--- config.mk ---
export PLATFORM = sky130hd
export DESIGN_NAME = hard_brake_window_detector
export DESIGN_NICKNAME = d
export VERILOG_FILES = /design/src/rtl/hbwd_pkg.sv /design/src/rtl/hbwd_cfg_regs.sv /design/src/rtl/hbwd_window.sv /design/src/rtl/hbwd_result.sv /design/src/rtl/hard_brake_window_detector.sv
export SDC_FILE = /design/constraint.sdc
export NUM_CORES = 1
export LEC_CHECK = 0
export ABC_AREA = 0
export BUFFER_PORTS_ARGS = -buffer_cell sky130_fd_sc_hd__buf_4
export CORE_ASPECT_RATIO = 0.5
export CORE_MARGIN = 2
export CORE_UTILIZATION = 30
export CTS_BUF_LIST = sky130_fd_sc_hd__clkbuf_4
export CTS_CLUSTER_SIZE = 28
export DETAILED_ROUTE_END_ITERATION = 10
export GPL_ROUTABILITY_DRIVEN = 0
export PLACE_DENSITY = 0.43
export SYNTH_ARGS = -nofsm -noshare
export SYNTH_HDL_FRONTEND = slang
export SYNTH_SLANG_ARGS = --single-unit
--- constraint.sdc ---
create_clock -name clk -period 4.6 [get_ports clk]
set_input_delay 0.92 -clock clk [delete_from_list [all_inputs] [get_ports clk]]
set_output_delay 0.92 -clock clk [all_outputs]
set_load 0.01 [all_outputs]
--- src/rtl/hbwd_pkg.sv ---
// ----------------------------------------------------------------------------
// Hard-brake window detector package
// Shared types, register indexes and status codes for the detector.
// ----------------------------------------------------------------------------
package hbwd_pkg;

    localparam int SPEED_W   = 16;
    localparam int CFG_W     = 16;
    localparam int CFG_IDX_W = 2;

    // Register values after reset.
    localparam logic             ENABLE_RST      = 1'b1;
    localparam logic [CFG_W-1:0] NOISE_LIMIT_RST = 16'd256;
    localparam int               BRAKE_DROP_RST  = 512;

    typedef enum logic [CFG_IDX_W-1:0] {
        CFG_ENABLE      = 2'd0,
        CFG_NOISE_LIMIT = 2'd1,
        CFG_BRAKE_DROP  = 2'd2
    } cfg_reg_t;

    typedef enum logic [1:0] {
        ST_CLEAR = 2'd0,
        ST_BRAKE = 2'd1,
        ST_NOISE = 2'd2,
        ST_OFF   = 2'd3
    } status_t;

    // Item held between the window update and the result register.
    typedef struct packed {
        logic    valid;
        status_t code;
        logic    full;
    } stage_t;

endpackage

--- src/rtl/hbwd_cfg_regs.sv ---
// ----------------------------------------------------------------------------
// Hard-brake window detector configuration registers
// Holds enable and noise limit, and keeps the braking threshold premultiplied.
// ----------------------------------------------------------------------------
module hbwd_cfg_regs #(
    parameter int WINDOW = 8,
    parameter int TH_W   = 20
) (
    input  logic                                clk,
    input  logic                                rst_n,
    input  logic                                cfg_valid,
    output logic                                cfg_ready,
    input  logic [hbwd_pkg::CFG_IDX_W-1:0]      cfg_index,
    input  logic [hbwd_pkg::CFG_W-1:0]          cfg_data,
    output logic                                enable,
    output logic [hbwd_pkg::CFG_W-1:0]          noise_limit,
    output logic [TH_W-1:0]                     brake_thresh
);

    logic                       enable_reg;
    logic                       enable_next;
    logic [hbwd_pkg::CFG_W-1:0] noise_limit_reg;
    logic [hbwd_pkg::CFG_W-1:0] noise_limit_next;
    logic [TH_W-1:0]            thresh_reg;
    logic [TH_W-1:0]            thresh_next;

    assign cfg_ready = 1'b1;

    // The threshold is brake_drop times the window length, formed once per write.
    always_comb
    begin
        enable_next      = enable_reg;
        noise_limit_next = noise_limit_reg;
        thresh_next      = thresh_reg;
        if (cfg_valid)
        begin
            case (hbwd_pkg::cfg_reg_t'(cfg_index))
                hbwd_pkg::CFG_ENABLE:      enable_next = cfg_data[0];
                hbwd_pkg::CFG_NOISE_LIMIT: noise_limit_next = cfg_data;
                hbwd_pkg::CFG_BRAKE_DROP:
                    thresh_next = TH_W'(cfg_data) * TH_W'(WINDOW);
                default:                   ;
            endcase
        end
    end

    always_ff @(posedge clk or negedge rst_n)
    begin
        if (!rst_n)
        begin
            enable_reg      <= hbwd_pkg::ENABLE_RST;
            noise_limit_reg <= hbwd_pkg::NOISE_LIMIT_RST;
            thresh_reg      <= TH_W'(hbwd_pkg::BRAKE_DROP_RST * WINDOW);
        end
        else
        begin
            enable_reg      <= enable_next;
            noise_limit_reg <= noise_limit_next;
            thresh_reg      <= thresh_next;
        end
    end

    assign enable       = enable_reg;
    assign noise_limit  = noise_limit_reg;
    assign brake_thresh = thresh_reg;

endmodule

--- src/rtl/hbwd_window.sv ---
// ----------------------------------------------------------------------------
// Hard-brake window detector sample line
// Noise check, delay line of two windows and their running sums.
// ----------------------------------------------------------------------------
module hbwd_window #(
    parameter int WINDOW = 8,
    parameter int SUM_W  = 20
) (
    input  logic                                  clk,
    input  logic                                  rst_n,
    input  logic                                  take,
    input  logic                                  advance,
    input  logic signed [hbwd_pkg::SPEED_W-1:0]   speed,
    input  logic                                  enable,
    input  logic [hbwd_pkg::CFG_W-1:0]            noise_limit,
    output hbwd_pkg::stage_t                      stage,
    output logic signed [SUM_W-1:0]               recent_sum,
    output logic signed [SUM_W-1:0]               older_sum
);

    localparam int LINE_LEN = 2 * WINDOW;
    localparam int FILL_W   = $clog2(LINE_LEN + 1);
    localparam int JUMP_W   = hbwd_pkg::SPEED_W + 1;

    logic signed [hbwd_pkg::SPEED_W-1:0] line_reg [LINE_LEN];
    logic [FILL_W-1:0]                   fill_reg;
    logic [FILL_W-1:0]                   fill_next;
    logic signed [SUM_W-1:0]             recent_reg;
    logic signed [SUM_W-1:0]             recent_next;
    logic signed [SUM_W-1:0]             older_reg;
    logic signed [SUM_W-1:0]             older_next;
    hbwd_pkg::stage_t                    stage_reg;
    hbwd_pkg::stage_t                    stage_next;

    logic signed [JUMP_W-1:0]            jump;
    logic [JUMP_W-1:0]                   jump_mag;
    logic                                noisy;
    logic                                store;
    logic signed [hbwd_pkg::SPEED_W-1:0] mid_val;
    logic signed [hbwd_pkg::SPEED_W-1:0] old_val;

    // Entry 0 is the newest sample; it is zero until the first sample is
    // stored, which gives the reference of zero for the very first check.
    assign mid_val = line_reg[WINDOW-1];
    assign old_val = line_reg[LINE_LEN-1];

    always_comb
    begin
        jump     = JUMP_W'(line_reg[0]) - JUMP_W'(speed);
        jump_mag = jump[JUMP_W-1] ? JUMP_W'(-jump) : JUMP_W'(jump);
        noisy    = jump_mag > JUMP_W'(noise_limit);
        store    = take && enable && !noisy;

        recent_next = recent_reg;
        older_next  = older_reg;
        fill_next   = fill_reg;
        if (store)
        begin
            recent_next = recent_reg + SUM_W'(speed) - SUM_W'(mid_val);
            older_next  = older_reg + SUM_W'(mid_val) - SUM_W'(old_val);
            if (fill_reg != FILL_W'(LINE_LEN))
            begin
                fill_next = fill_reg + FILL_W'(1);
            end
        end

        stage_next = stage_reg;
        if (take)
        begin
            stage_next.valid = 1'b1;
            stage_next.full  = (fill_next == FILL_W'(LINE_LEN));
            if (!enable)
            begin
                stage_next.code = hbwd_pkg::ST_OFF;
            end
            else if (noisy)
            begin
                stage_next.code = hbwd_pkg::ST_NOISE;
            end
            else
            begin
                stage_next.code = hbwd_pkg::ST_CLEAR;
            end
        end
        else if (advance)
        begin
            stage_next.valid = 1'b0;
        end
    end

    always_ff @(posedge clk or negedge rst_n)
    begin
        if (!rst_n)
        begin
            for (int i = 0; i < LINE_LEN; i++)
            begin
                line_reg[i] <= '0;
            end
        end
        else if (store)
        begin
            line_reg[0] <= speed;
            for (int i = 1; i < LINE_LEN; i++)
            begin
                line_reg[i] <= line_reg[i-1];
            end
        end
    end

    always_ff @(posedge clk or negedge rst_n)
    begin
        if (!rst_n)
        begin
            fill_reg   <= '0;
            recent_reg <= '0;
            older_reg  <= '0;
            stage_reg  <= '{valid: 1'b0, code: hbwd_pkg::ST_CLEAR, full: 1'b0};
        end
        else
        begin
            fill_reg   <= fill_next;
            recent_reg <= recent_next;
            older_reg  <= older_next;
            stage_reg  <= stage_next;
        end
    end

    assign stage      = stage_reg;
    assign recent_sum = recent_reg;
    assign older_sum  = older_reg;

`ifndef NO_ASSERTIONS
    a_fill_bound: assert property (@(posedge clk) disable iff (!rst_n)
        fill_reg <= FILL_W'(LINE_LEN))
        else $error("fill count beyond line length");

    a_off_keeps_state: assert property (@(posedge clk) disable iff (!rst_n)
        (take && !enable) |=> ($stable(recent_reg) && $stable(older_reg)
                               && $stable(fill_reg)))
        else $error("disabled sample changed window state");

    a_noise_keeps_state: assert property (@(posedge clk) disable iff (!rst_n)
        (take && enable && noisy) |=> ($stable(recent_reg) && $stable(fill_reg)
                                       && stage_reg.code == hbwd_pkg::ST_NOISE))
        else $error("rejected sample changed window state");

    a_empty_sums_zero: assert property (@(posedge clk) disable iff (!rst_n)
        (fill_reg == '0) |-> (recent_reg == '0 && older_reg == '0))
        else $error("sums non-zero with empty line");
`endif

endmodule

--- src/rtl/hbwd_result.sv ---
// ----------------------------------------------------------------------------
// Hard-brake window detector result stage
// Compares the window drop with the threshold and holds the status register.
// ----------------------------------------------------------------------------
module hbwd_result #(
    parameter int SUM_W = 20,
    parameter int TH_W  = 20
) (
    input  logic                     clk,
    input  logic                     rst_n,
    input  hbwd_pkg::stage_t         stage,
    input  logic signed [SUM_W-1:0]  recent_sum,
    input  logic signed [SUM_W-1:0]  older_sum,
    input  logic [TH_W-1:0]          brake_thresh,
    input  logic                     out_stall,
    output logic                     advance,
    output logic                     out_valid,
    output logic [1:0]               status
);

    localparam int CMP_W = ((SUM_W + 1) > (TH_W + 1)) ? (SUM_W + 1) : (TH_W + 1);

    logic                    valid_reg;
    logic                    valid_next;
    hbwd_pkg::status_t       status_reg;
    hbwd_pkg::status_t       status_next;
    logic signed [CMP_W-1:0] drop;
    logic signed [CMP_W-1:0] thresh_s;

    assign advance = !valid_reg || !out_stall;

    always_comb
    begin
        drop     = CMP_W'(older_sum) - CMP_W'(recent_sum);
        thresh_s = CMP_W'(brake_thresh);
        status_next = stage.code;
        if (stage.code == hbwd_pkg::ST_CLEAR && stage.full && (drop > thresh_s))
        begin
            status_next = hbwd_pkg::ST_BRAKE;
        end
        valid_next = advance ? stage.valid : valid_reg;
    end

    always_ff @(posedge clk or negedge rst_n)
    begin
        if (!rst_n)
        begin
            valid_reg <= 1'b0;
        end
        else
        begin
            valid_reg <= valid_next;
        end
    end

    always_ff @(posedge clk)
    begin
        if (advance)
        begin
            status_reg <= status_next;
        end
    end

    assign out_valid = valid_reg;
    assign status    = status_reg;

endmodule

--- src/rtl/hard_brake_window_detector.sv ---
// ----------------------------------------------------------------------------
// Hard-brake window detector
// Flags hard braking from the drop between two moving windows of speed.
//
//   Channel   Handshake              Payload
//   input     in_valid / in_stall    speed (signed 16 bits, 1/256 m/s)
//   output    out_valid / out_stall  status (2 bits)
//   config    cfg_valid / cfg_ready  cfg_index (2 bits), cfg_data (16 bits)
//
// One sample can be taken every cycle while the input is not stalled. The
// delay line and sums update at the transfer edge of a stored sample, the
// threshold compare runs in the following cycle, and the status register is
// loaded from it when the result stage advances. Reset clears the delay line,
// sums and fill count and restores the registers. A stalled output holds its
// result; input is stalled only when both stages hold results.
// ----------------------------------------------------------------------------
module hard_brake_window_detector #(
    parameter int WINDOW = 8
) (
    input  logic                                 clk,
    input  logic                                 rst_n,
    input  logic                                 in_valid,
    output logic                                 in_stall,
    input  logic signed [hbwd_pkg::SPEED_W-1:0]  speed,
    output logic                                 out_valid,
    input  logic                                 out_stall,
    output logic [1:0]                           status,
    input  logic                                 cfg_valid,
    output logic                                 cfg_ready,
    input  logic [hbwd_pkg::CFG_IDX_W-1:0]       cfg_index,
    input  logic [hbwd_pkg::CFG_W-1:0]           cfg_data
);

    localparam int SUM_W = hbwd_pkg::SPEED_W + 1 + $clog2(WINDOW);
    localparam int TH_W  = hbwd_pkg::CFG_W + 1 + $clog2(WINDOW);

    logic                       enable;
    logic [hbwd_pkg::CFG_W-1:0] noise_limit;
    logic [TH_W-1:0]            brake_thresh;
    logic                       take;
    logic                       advance;
    hbwd_pkg::stage_t           stage;
    logic signed [SUM_W-1:0]    recent_sum;
    logic signed [SUM_W-1:0]    older_sum;

    assign in_stall = stage.valid && !advance;
    assign take     = in_valid && !in_stall;

    hbwd_cfg_regs #(
        .WINDOW (WINDOW),
        .TH_W   (TH_W)
    ) u_cfg (
        .clk          (clk),
        .rst_n        (rst_n),
        .cfg_valid    (cfg_valid),
        .cfg_ready    (cfg_ready),
        .cfg_index    (cfg_index),
        .cfg_data     (cfg_data),
        .enable       (enable),
        .noise_limit  (noise_limit),
        .brake_thresh (brake_thresh)
    );

    hbwd_window #(
        .WINDOW (WINDOW),
        .SUM_W  (SUM_W)
    ) u_window (
        .clk         (clk),
        .rst_n       (rst_n),
        .take        (take),
        .advance     (advance),
        .speed       (speed),
        .enable      (enable),
        .noise_limit (noise_limit),
        .stage       (stage),
        .recent_sum  (recent_sum),
        .older_sum   (older_sum)
    );

    hbwd_result #(
        .SUM_W (SUM_W),
        .TH_W  (TH_W)
    ) u_result (
        .clk          (clk),
        .rst_n        (rst_n),
        .stage        (stage),
        .recent_sum   (recent_sum),
        .older_sum    (older_sum),
        .brake_thresh (brake_thresh),
        .out_stall    (out_stall),
        .advance      (advance),
        .out_valid    (out_valid),
        .status       (status)
    );

`ifndef NO_ASSERTIONS
    a_stall_only_full: assert property (@(posedge clk) disable iff (!rst_n)
        in_stall |-> (out_valid && out_stall && stage.valid))
        else $error("input stalled with room in the pipeline");

    a_item_reaches_stage: assert property (@(posedge clk) disable iff (!rst_n)
        take |=> stage.valid)
        else $error("transferred sample missing from window stage");

    a_stage_drains: assert property (@(posedge clk) disable iff (!rst_n)
        (stage.valid && advance) |=> out_valid)
        else $error("window stage result lost");
`endif

endmodule
==> results_dict.tcl, run 1 <==
set metrics [dict create \
    final_layout_size_suffix_gt1_share_pct 37.1 \
    die_h_um 180 \
    clock_latency_ps 860 \
    die_area_mm2 0.0640 \
    synth_simple_gate_area_share_pct 21.1 \
    pin_count 44 \
    synth_top_family_by_area "simple AND/OR/NAND/NOR gates" \
    yosysUniqueCellTypes 71 \
    start_kind "flip-flop" \
    clock_path_buffers 3 \
    clock_sinks 341 \
    slowest_delay_ps 370 \
    design_area_mm2 0.0265 \
    worst_pin_slew_ps 947 \
    critPathRequiredTime_ps 5340 \
    grt_pass1_vias 14600 \
    yosysWarnings 0 \
    hold_path.class "primary input to asynchronous set/reset pin" \
    synth_fa_ha_area_share_pct 11.9 \
    postRouteAntennaNets 0 \
    grt.overflow.total 0 \
    fp.dieW_um 356 \
    crit_fanout 8 \
    path_class "flip-flop to flip-flop" \
    failed_checks "negative setup slack" \
    rsz0062_at_grt "true" \
    synth.avg_cell_area_um2 8.82 \
    area.growth.synth_to_final_pct 42.7 \
    status "finished with violations" \
    via_count 15200 \
    dp_hpwl_mm 34.1 \
    synth_mux_area_share_pct 2.06 \
    cts_tree "built" \
    worstSetupStartpoint "u_window.line_reg[240]$_DFFE_PN0N_" \
    final-setup-viol-count 299 \
    cts_root_buf "clkbuf_4" \
    synth_compound_area_share_pct 9.69 \
    route.detailed.wl_per_inst_um 16.8 \
    synth-async-reset-ratio_pct 99.4 \
    synth_cells 2104 \
    h-tree-depth 3 \
    drt-total-wl_mm 56.0 \
    endpoint_kind "flip-flop" \
    crit_end "u_window.line_reg[34]$_DFFE_PN0N_" \
    reg2reg_from "u_window.line_reg[240]$_DFFE_PN0N_" \
    maxSlewViolCount 0 \
    skew_ps 66.2 \
    drc 0 \
    antenna_found_initial 2 \
    path_clk_slew_ps 70 \
    synth_xor_area_share_pct 3.12 \
    dr.pass1.iters 5 \
    synth_nets 2296 \
    finalCriticalPeriod_ps 4830 \
    numCtsBuffers 88 \
    period_share_pct 105 \
    reg2reg_slack_ps -230 \
    core_mm2 0.0611 \
    via_per_inst 4.57 \
    yosysSeqAreaShare_pct 46.1 \
    dpl-instance-area_mm2 0.0213 \
    timing.rr.end "u_window.line_reg[34]$_DFFE_PN0N_" \
    synth_edf_count 2 \
    arrival_ps 5570 \
    grt_max_degree 107 \
    drtIter0Drc 773 \
    start_util_pct 30.4 \
    largest_reg_flops 224 \
    relSlewSlack_pct 36.9 \
    worst-r2r-cell-count 26 \
    cp_slowest_cell "fa_2" \
    synth_area_mm2 0.0186 \
    port_buffers 42 \
    nets 2644 \
    grt_pass1_wl_mm 81.2 \
    drv_cap 0 \
    fin_ws_ps -228 \
    grt_usage_pct 16.0 \
    ys.flop_type "dfrtp_1" \
    rows 64 \
    hold_viol 0 \
    fmax_ghz 0.207 \
    ys_ff_latch 341 \
]
## cell type report
type | count | area (um2)
diodes | 1 | 2.50
flip-flops and latches | 341 | 8550
clock buffers | 126 | 946
clock inverters | 16 | 121
fillers | 5998 | 34600
multi-input cells | 1489 | 10900
repair buffers | 331 | 4200
inverters | 201 | 754
well taps | 825 | 1030
## cells by family (layout without fill, tap and decap cells)
| kind of cell | Yosys count | count (layout) |
|---|---|---|
| adders and majority gates | 153 | 153 |
| and+or+nand+nor | 950 | 950 |
| xor gates and xnor gates | 66 | 66 |
| muxes | 34 | 34 |
| AOI/OAI and AO/OA | 284 | 285 |
| other | 1 | 2 |
| buffers and inverters | 275 | 674 |
| DFF | 341 | 341 |
## worst min-delay path by stage
| stage | cells after the start | to | slack, ps | from |
|---|---|---|---|---|
| after floorplan | 1 | u_result.out_valid$_DFFE_PN0P_ | 440 | u_window.stage[3]$_DFFE_PN0P_ |
| after global placement | 2 | u_window.line_reg[76]$_DFFE_PN0N_ | 450 | u_window.line_reg[92]$_DFFE_PN0N_ |
| after detailed placement | 1 | u_result.out_valid$_DFFE_PN0P_ | 450 | u_window.stage[3]$_DFFE_PN0P_ |
| after CTS | 1 | u_window.line_reg[228]$_DFFE_PN0N_ | 100 | rst_n |
| after global routing | 1 | u_window.line_reg[18]$_DFFE_PN0N_ | 130 | rst_n |
| final | 1 | u_window.line_reg[112]$_DFFE_PN0N_ | 120 | rst_n |
## cells in the final DEF, fill, tap and decap left out, types with 11 or more instances in the layout
master and n:
o21ai_1 52, a21o_1 19, clkbuf_16 46, buf_4 205
xor2_1 25, nand2_1 414, inv_1 200, buf_12 33
fa_1 39, nand2_2 198, buf_8 15, nand3_1 22
a21oi_1 44, nand2_4 130, nor3_1 18, o21ai_2 36
nor2_1 57, nor2b_1 16, o21ai_0 34, dfrtp_1 336
ha_1 109, mux2_2 33, buf_16 16, xnor2_1 40
and3_1 11, a211oi_1 14, or3_1 12, clkbuf_4 126
o21a_1 11, buf_6 16
## worst max-delay path, delay by kind of cell, from the launching register on
| kind | cells | cell delay (ps) |
|---|---|---|
| AOI/OAI and AO/OA | 8 | 1220 |
| xor gates and xnor gates | 1 | 180 |
| adders and majority gates | 3 | 830 |
| buffers and inverters | 6 | 890 |
| DFF | 1 | 340 |
| and+or+nand+nor | 8 | 1240 |
## per-stage QoR
| step | worst slack, ps | hold slack [ps] | instances | setup TNS, ps | utilization [%] |
|---|---|---|---|---|---|
| detailed placement | -1140 | 448 | 3078 | -317630 | 34.8 |
| finish | -228 | 121 | 3330 | -40580 | 43.3 |
| global route | -432 | 126 | 3330 | -102510 | 43.3 |
| CTS | -136 | 102 | 3259 | -10540 | 38.0 |
| floorplan | -545 | 435 | 2104 | -143610 | - |
| global placement | -1090 | 447 | 3078 | -300960 | 34.8 |
## cells in the mapped netlist, types with 6 or more instances
| library cell | n | share of area [%] |
|---|---|---|
| a21o_1 | 19 | 0.77 |
| and2_1 | 8 | 0.27 |
| fa_1 | 40 | 4.3 |
| nor3b_1 | 7 | 0.28 |
| and3_1 | 11 | 0.37 |
| nor4_1 | 6 | 0.20 |
| o21a_1 | 11 | 0.45 |
| xor2_1 | 25 | 1.2 |
| buf_2 | 54 | 1.5 |
| mux2_2 | 33 | 2.0 |
| ha_1 | 113 | 7.6 |
| nand2b_1 | 10 | 0.34 |
| nand3_1 | 23 | 0.62 |
| or3_1 | 12 | 0.40 |
| xnor2_1 | 41 | 1.9 |
| a21oi_1 | 45 | 1.2 |
| a31oi_1 | 8 | 0.27 |
| o21ai_1 | 73 | 2.0 |
| nand4_1 | 10 | 0.34 |
| nor2_1 | 65 | 1.3 |
| inv_1 | 201 | 4.1 |
| nor3_1 | 21 | 0.57 |
| dfrtp_1 | 336 | 45 |
| o21ai_0 | 49 | 1.3 |
| nor2b_1 | 17 | 0.57 |
| nand2_1 | 742 | 15 |
| a211oi_1 | 18 | 0.73 |
| o31ai_1 | 10 | 0.40 |
| clkbuf_1 | 17 | 0.34 |
## per-layer routing
layer	global-route usage, %	wire, um	up-vias
met3	3.38	2330	74
met1	25.5	30400	7375
met5	0	10	-
li1	-	-	7569
met2	21.3	22300	197
met4	4.39	927	2
## repair_timing
action | in CTS | in global routing
pin swaps | 16 | 304
endpoints found under the setup margin | 303 | 304
resized for setup | 65 | 563
setup buffers | 25 | 20
gates cloned | 14 | 58
hold buffers | 0 | 0
Power of run 1 is not shown: default switching activity piles up to over one toggle a cycle in this logic, so the estimate is an artifact.
==> run 2: changes to the inputs <==
- CAP_MARGIN: default -> 15
- CELL_PAD_IN_SITES_DETAIL_PLACEMENT: default -> 0
- CELL_PAD_IN_SITES_GLOBAL_PLACEMENT: default -> 1
- PLACE_DENSITY: 0.43 -> 0.53
==> run 2 against run 1 <==
Clock skew rose by 0.83 ps. Sequential share of layout area rose by 2.5 points. Fmax decreased by 2.4%. Sequential cell count unchanged. Register-to-register slack lost 120 ps. The run still ends with negative setup slack left. Die area is the same. Final cell count decreased by 0.57%.
==> results_dict.tcl, run 2 (synthesized netlist as in run 1, its figures left out) <==
set metrics [dict create \
    final_cell_mix "620 x nand2_1, 336 x dfrtp_1, 214 x buf_4" \
    final_common_cell "nand2_1" \
    port_buffers 42 \
    grt_max_degree 102 \
    grt_pass1_vias 14700 \
    fp.dieW_um 356 \
    via_count 14800 \
    clock_latency_ps 860 \
    die_area_mm2 0.0640 \
    route.detailed.wl_per_inst_um 15.7 \
    power_leakage_uw 0.0128 \
    path_class "flip-flop to flip-flop" \
    finalCriticalPeriod_ps 4940 \
    drt-total-wl_mm 52.1 \
    cts_tree "built" \
    rows 64 \
    pin_count 44 \
    final.setup.tns_ps -71230 \
    ir_drop_v 0.000232 \
    core_mm2 0.0611 \
    period_share_pct 107 \
    start_util_pct 30.4 \
    fill_cells 6168 \
    area.growth.synth_to_final_pct 32.6 \
    numCtsBuffers 90 \
    power_density_mw_per_mm2 878 \
    via_per_inst 4.47 \
    cp_common_cell "buf_12" \
    largest_reg_flops 224 \
    h-tree-depth 3 \
    worst_pin_slew_ps 923 \
    hold_viol 0 \
    dp_hpwl_mm 35.5 \
    critPathRequiredTime_ps 5320 \
    drc 0 \
    slowest_delay_ps 370 \
    die_h_um 180 \
    grt_usage_pct 16.3 \
    cp_slowest_cell "fa_2" \
    cts_root_buf "clkbuf_4" \
    rsz0062_at_grt "true" \
    failed_checks "negative setup slack" \
    fin_ws_ps -344 \
    clock_sinks 341 \
    endpoint_kind "flip-flop" \
    grt_pass1_wl_mm 81.9 \
    arrival_ps 5660 \
    path_clk_slew_ps 60 \
    relSlewSlack_pct 38.1 \
    antenna_found_initial 2 \
    skew_ps 67.1 \
    drtIter0Drc 944 \
    status "finished with violations" \
    maxSlewViolCount 0 \
    start_kind "flip-flop" \
    nets 2616 \
    final-setup-viol-count 303 \
    final_layout_size_suffix_gt1_share_pct 26.9 \
    totalPowerFinal_uw 21600 \
    hold_path.class "primary input to asynchronous set/reset pin" \
    crit_fanout 7 \
    clock_path_buffers 3 \
    drv_cap 0 \
    fmax_ghz 0.202 \
    postRouteAntennaNets 0 \
    grt.overflow.total 0 \
    dr.pass1.iters 5 \
]
==> run 2: through the flow <==
| step | utilization [%] | setup slack (ps) | instances | area (um2) | hold WS [ps] |
|---|---|---|---|---|---|
| after floorplan | - | -545 | 2104 | 18800 | 435 |
| after global placement | 35.2 | -1130 | 3096 | 21500 | 445 |
| after detailed placement | 35.2 | -1140 | 3096 | 21500 | 448 |
| after CTS | 38.2 | -257 | 3282 | 23400 | 60.6 |
| after global routing | 40.2 | -585 | 3311 | 24600 | 77.2 |
| final | 40.2 | -344 | 3311 | 24600 | 92.3 |
==> run 2: layout make-up <==
cell class                 count  area (um2)  share of cell area [%]
timing repair buffer         301        3350                    13.6
antenna                        2        5.00                  0.0204
inverter                     201         754                    3.07
tap                          825        1030                    4.20
multi-input combinational   1489        9770                    39.7
sequential                   341        8550                    34.8
clock buffer                 124         931                    3.79
clock inverter                28         205                   0.834
==> run 2: final timing paths <==
path                                                            to  cells past startpoint  slack, ps                                from
max in group asynchronous           u_result.out_valid$_DFFE_PN0P_                      2       3540                               rst_n
worst max-delay path             u_window.older_sum[0]$_DFFE_PN0N_                     28       -340  u_window.line_reg[240]$_DFFE_PN0N_
min in group clk                 u_cfg.noise_limit[10]$_DFFE_PN0P_                      2        300                        cfg_data[10]
worst min register to register  u_window.line_reg[158]$_DFFE_PN0N_                      2        450  u_window.line_reg[174]$_DFFE_PN0N_
worst min-delay path            u_window.line_reg[179]$_DFFE_PN0N_                      1         90                               rst_n
worst max register to register   u_window.older_sum[0]$_DFFE_PN0N_                     28       -340  u_window.line_reg[240]$_DFFE_PN0N_
==> run 2: worst max-delay path: cells and delay by family (launching register included) <==
kind	cells	cell delay, ps
AO/OA/AOI/OAI	13	2120
AND/OR/NAND/NOR	4	570
buffers and inverters	7	930
flip-flops	1	340
adder cells (fa/ha/maj)	3	710
XOR/XNOR	1	140
==> run 2: per-layer routing <==
layer	vias to the layer above	GRT usage, %	part of all wire (%)
met2	206	21.4	39
met3	80	3.57	4.2
met5	-	0	0
met1	6990	26.0	55
li1	7511	-	-
met4	0	4.36	1.5
==> run 2: where the power goes <==
part	total [uW]	internal [uW]	switching (uW)	leakage (uW)
logic	13900	6610	7250	0.00761
registers	4950	4110	841	0.00448
clock network	2780	1410	1370	0.000673
==> run 2: timing repair <==
item / CTS / global route
hold buffers: 0 / 0
setup buffers: 28 / 12
setup endpoints to repair: 303 / 304
cloned: 8 / 18
resized for setup: 58 / 213
pin swaps: 23 / 121
No activity file was read; power rests on OpenSTA's default activity.
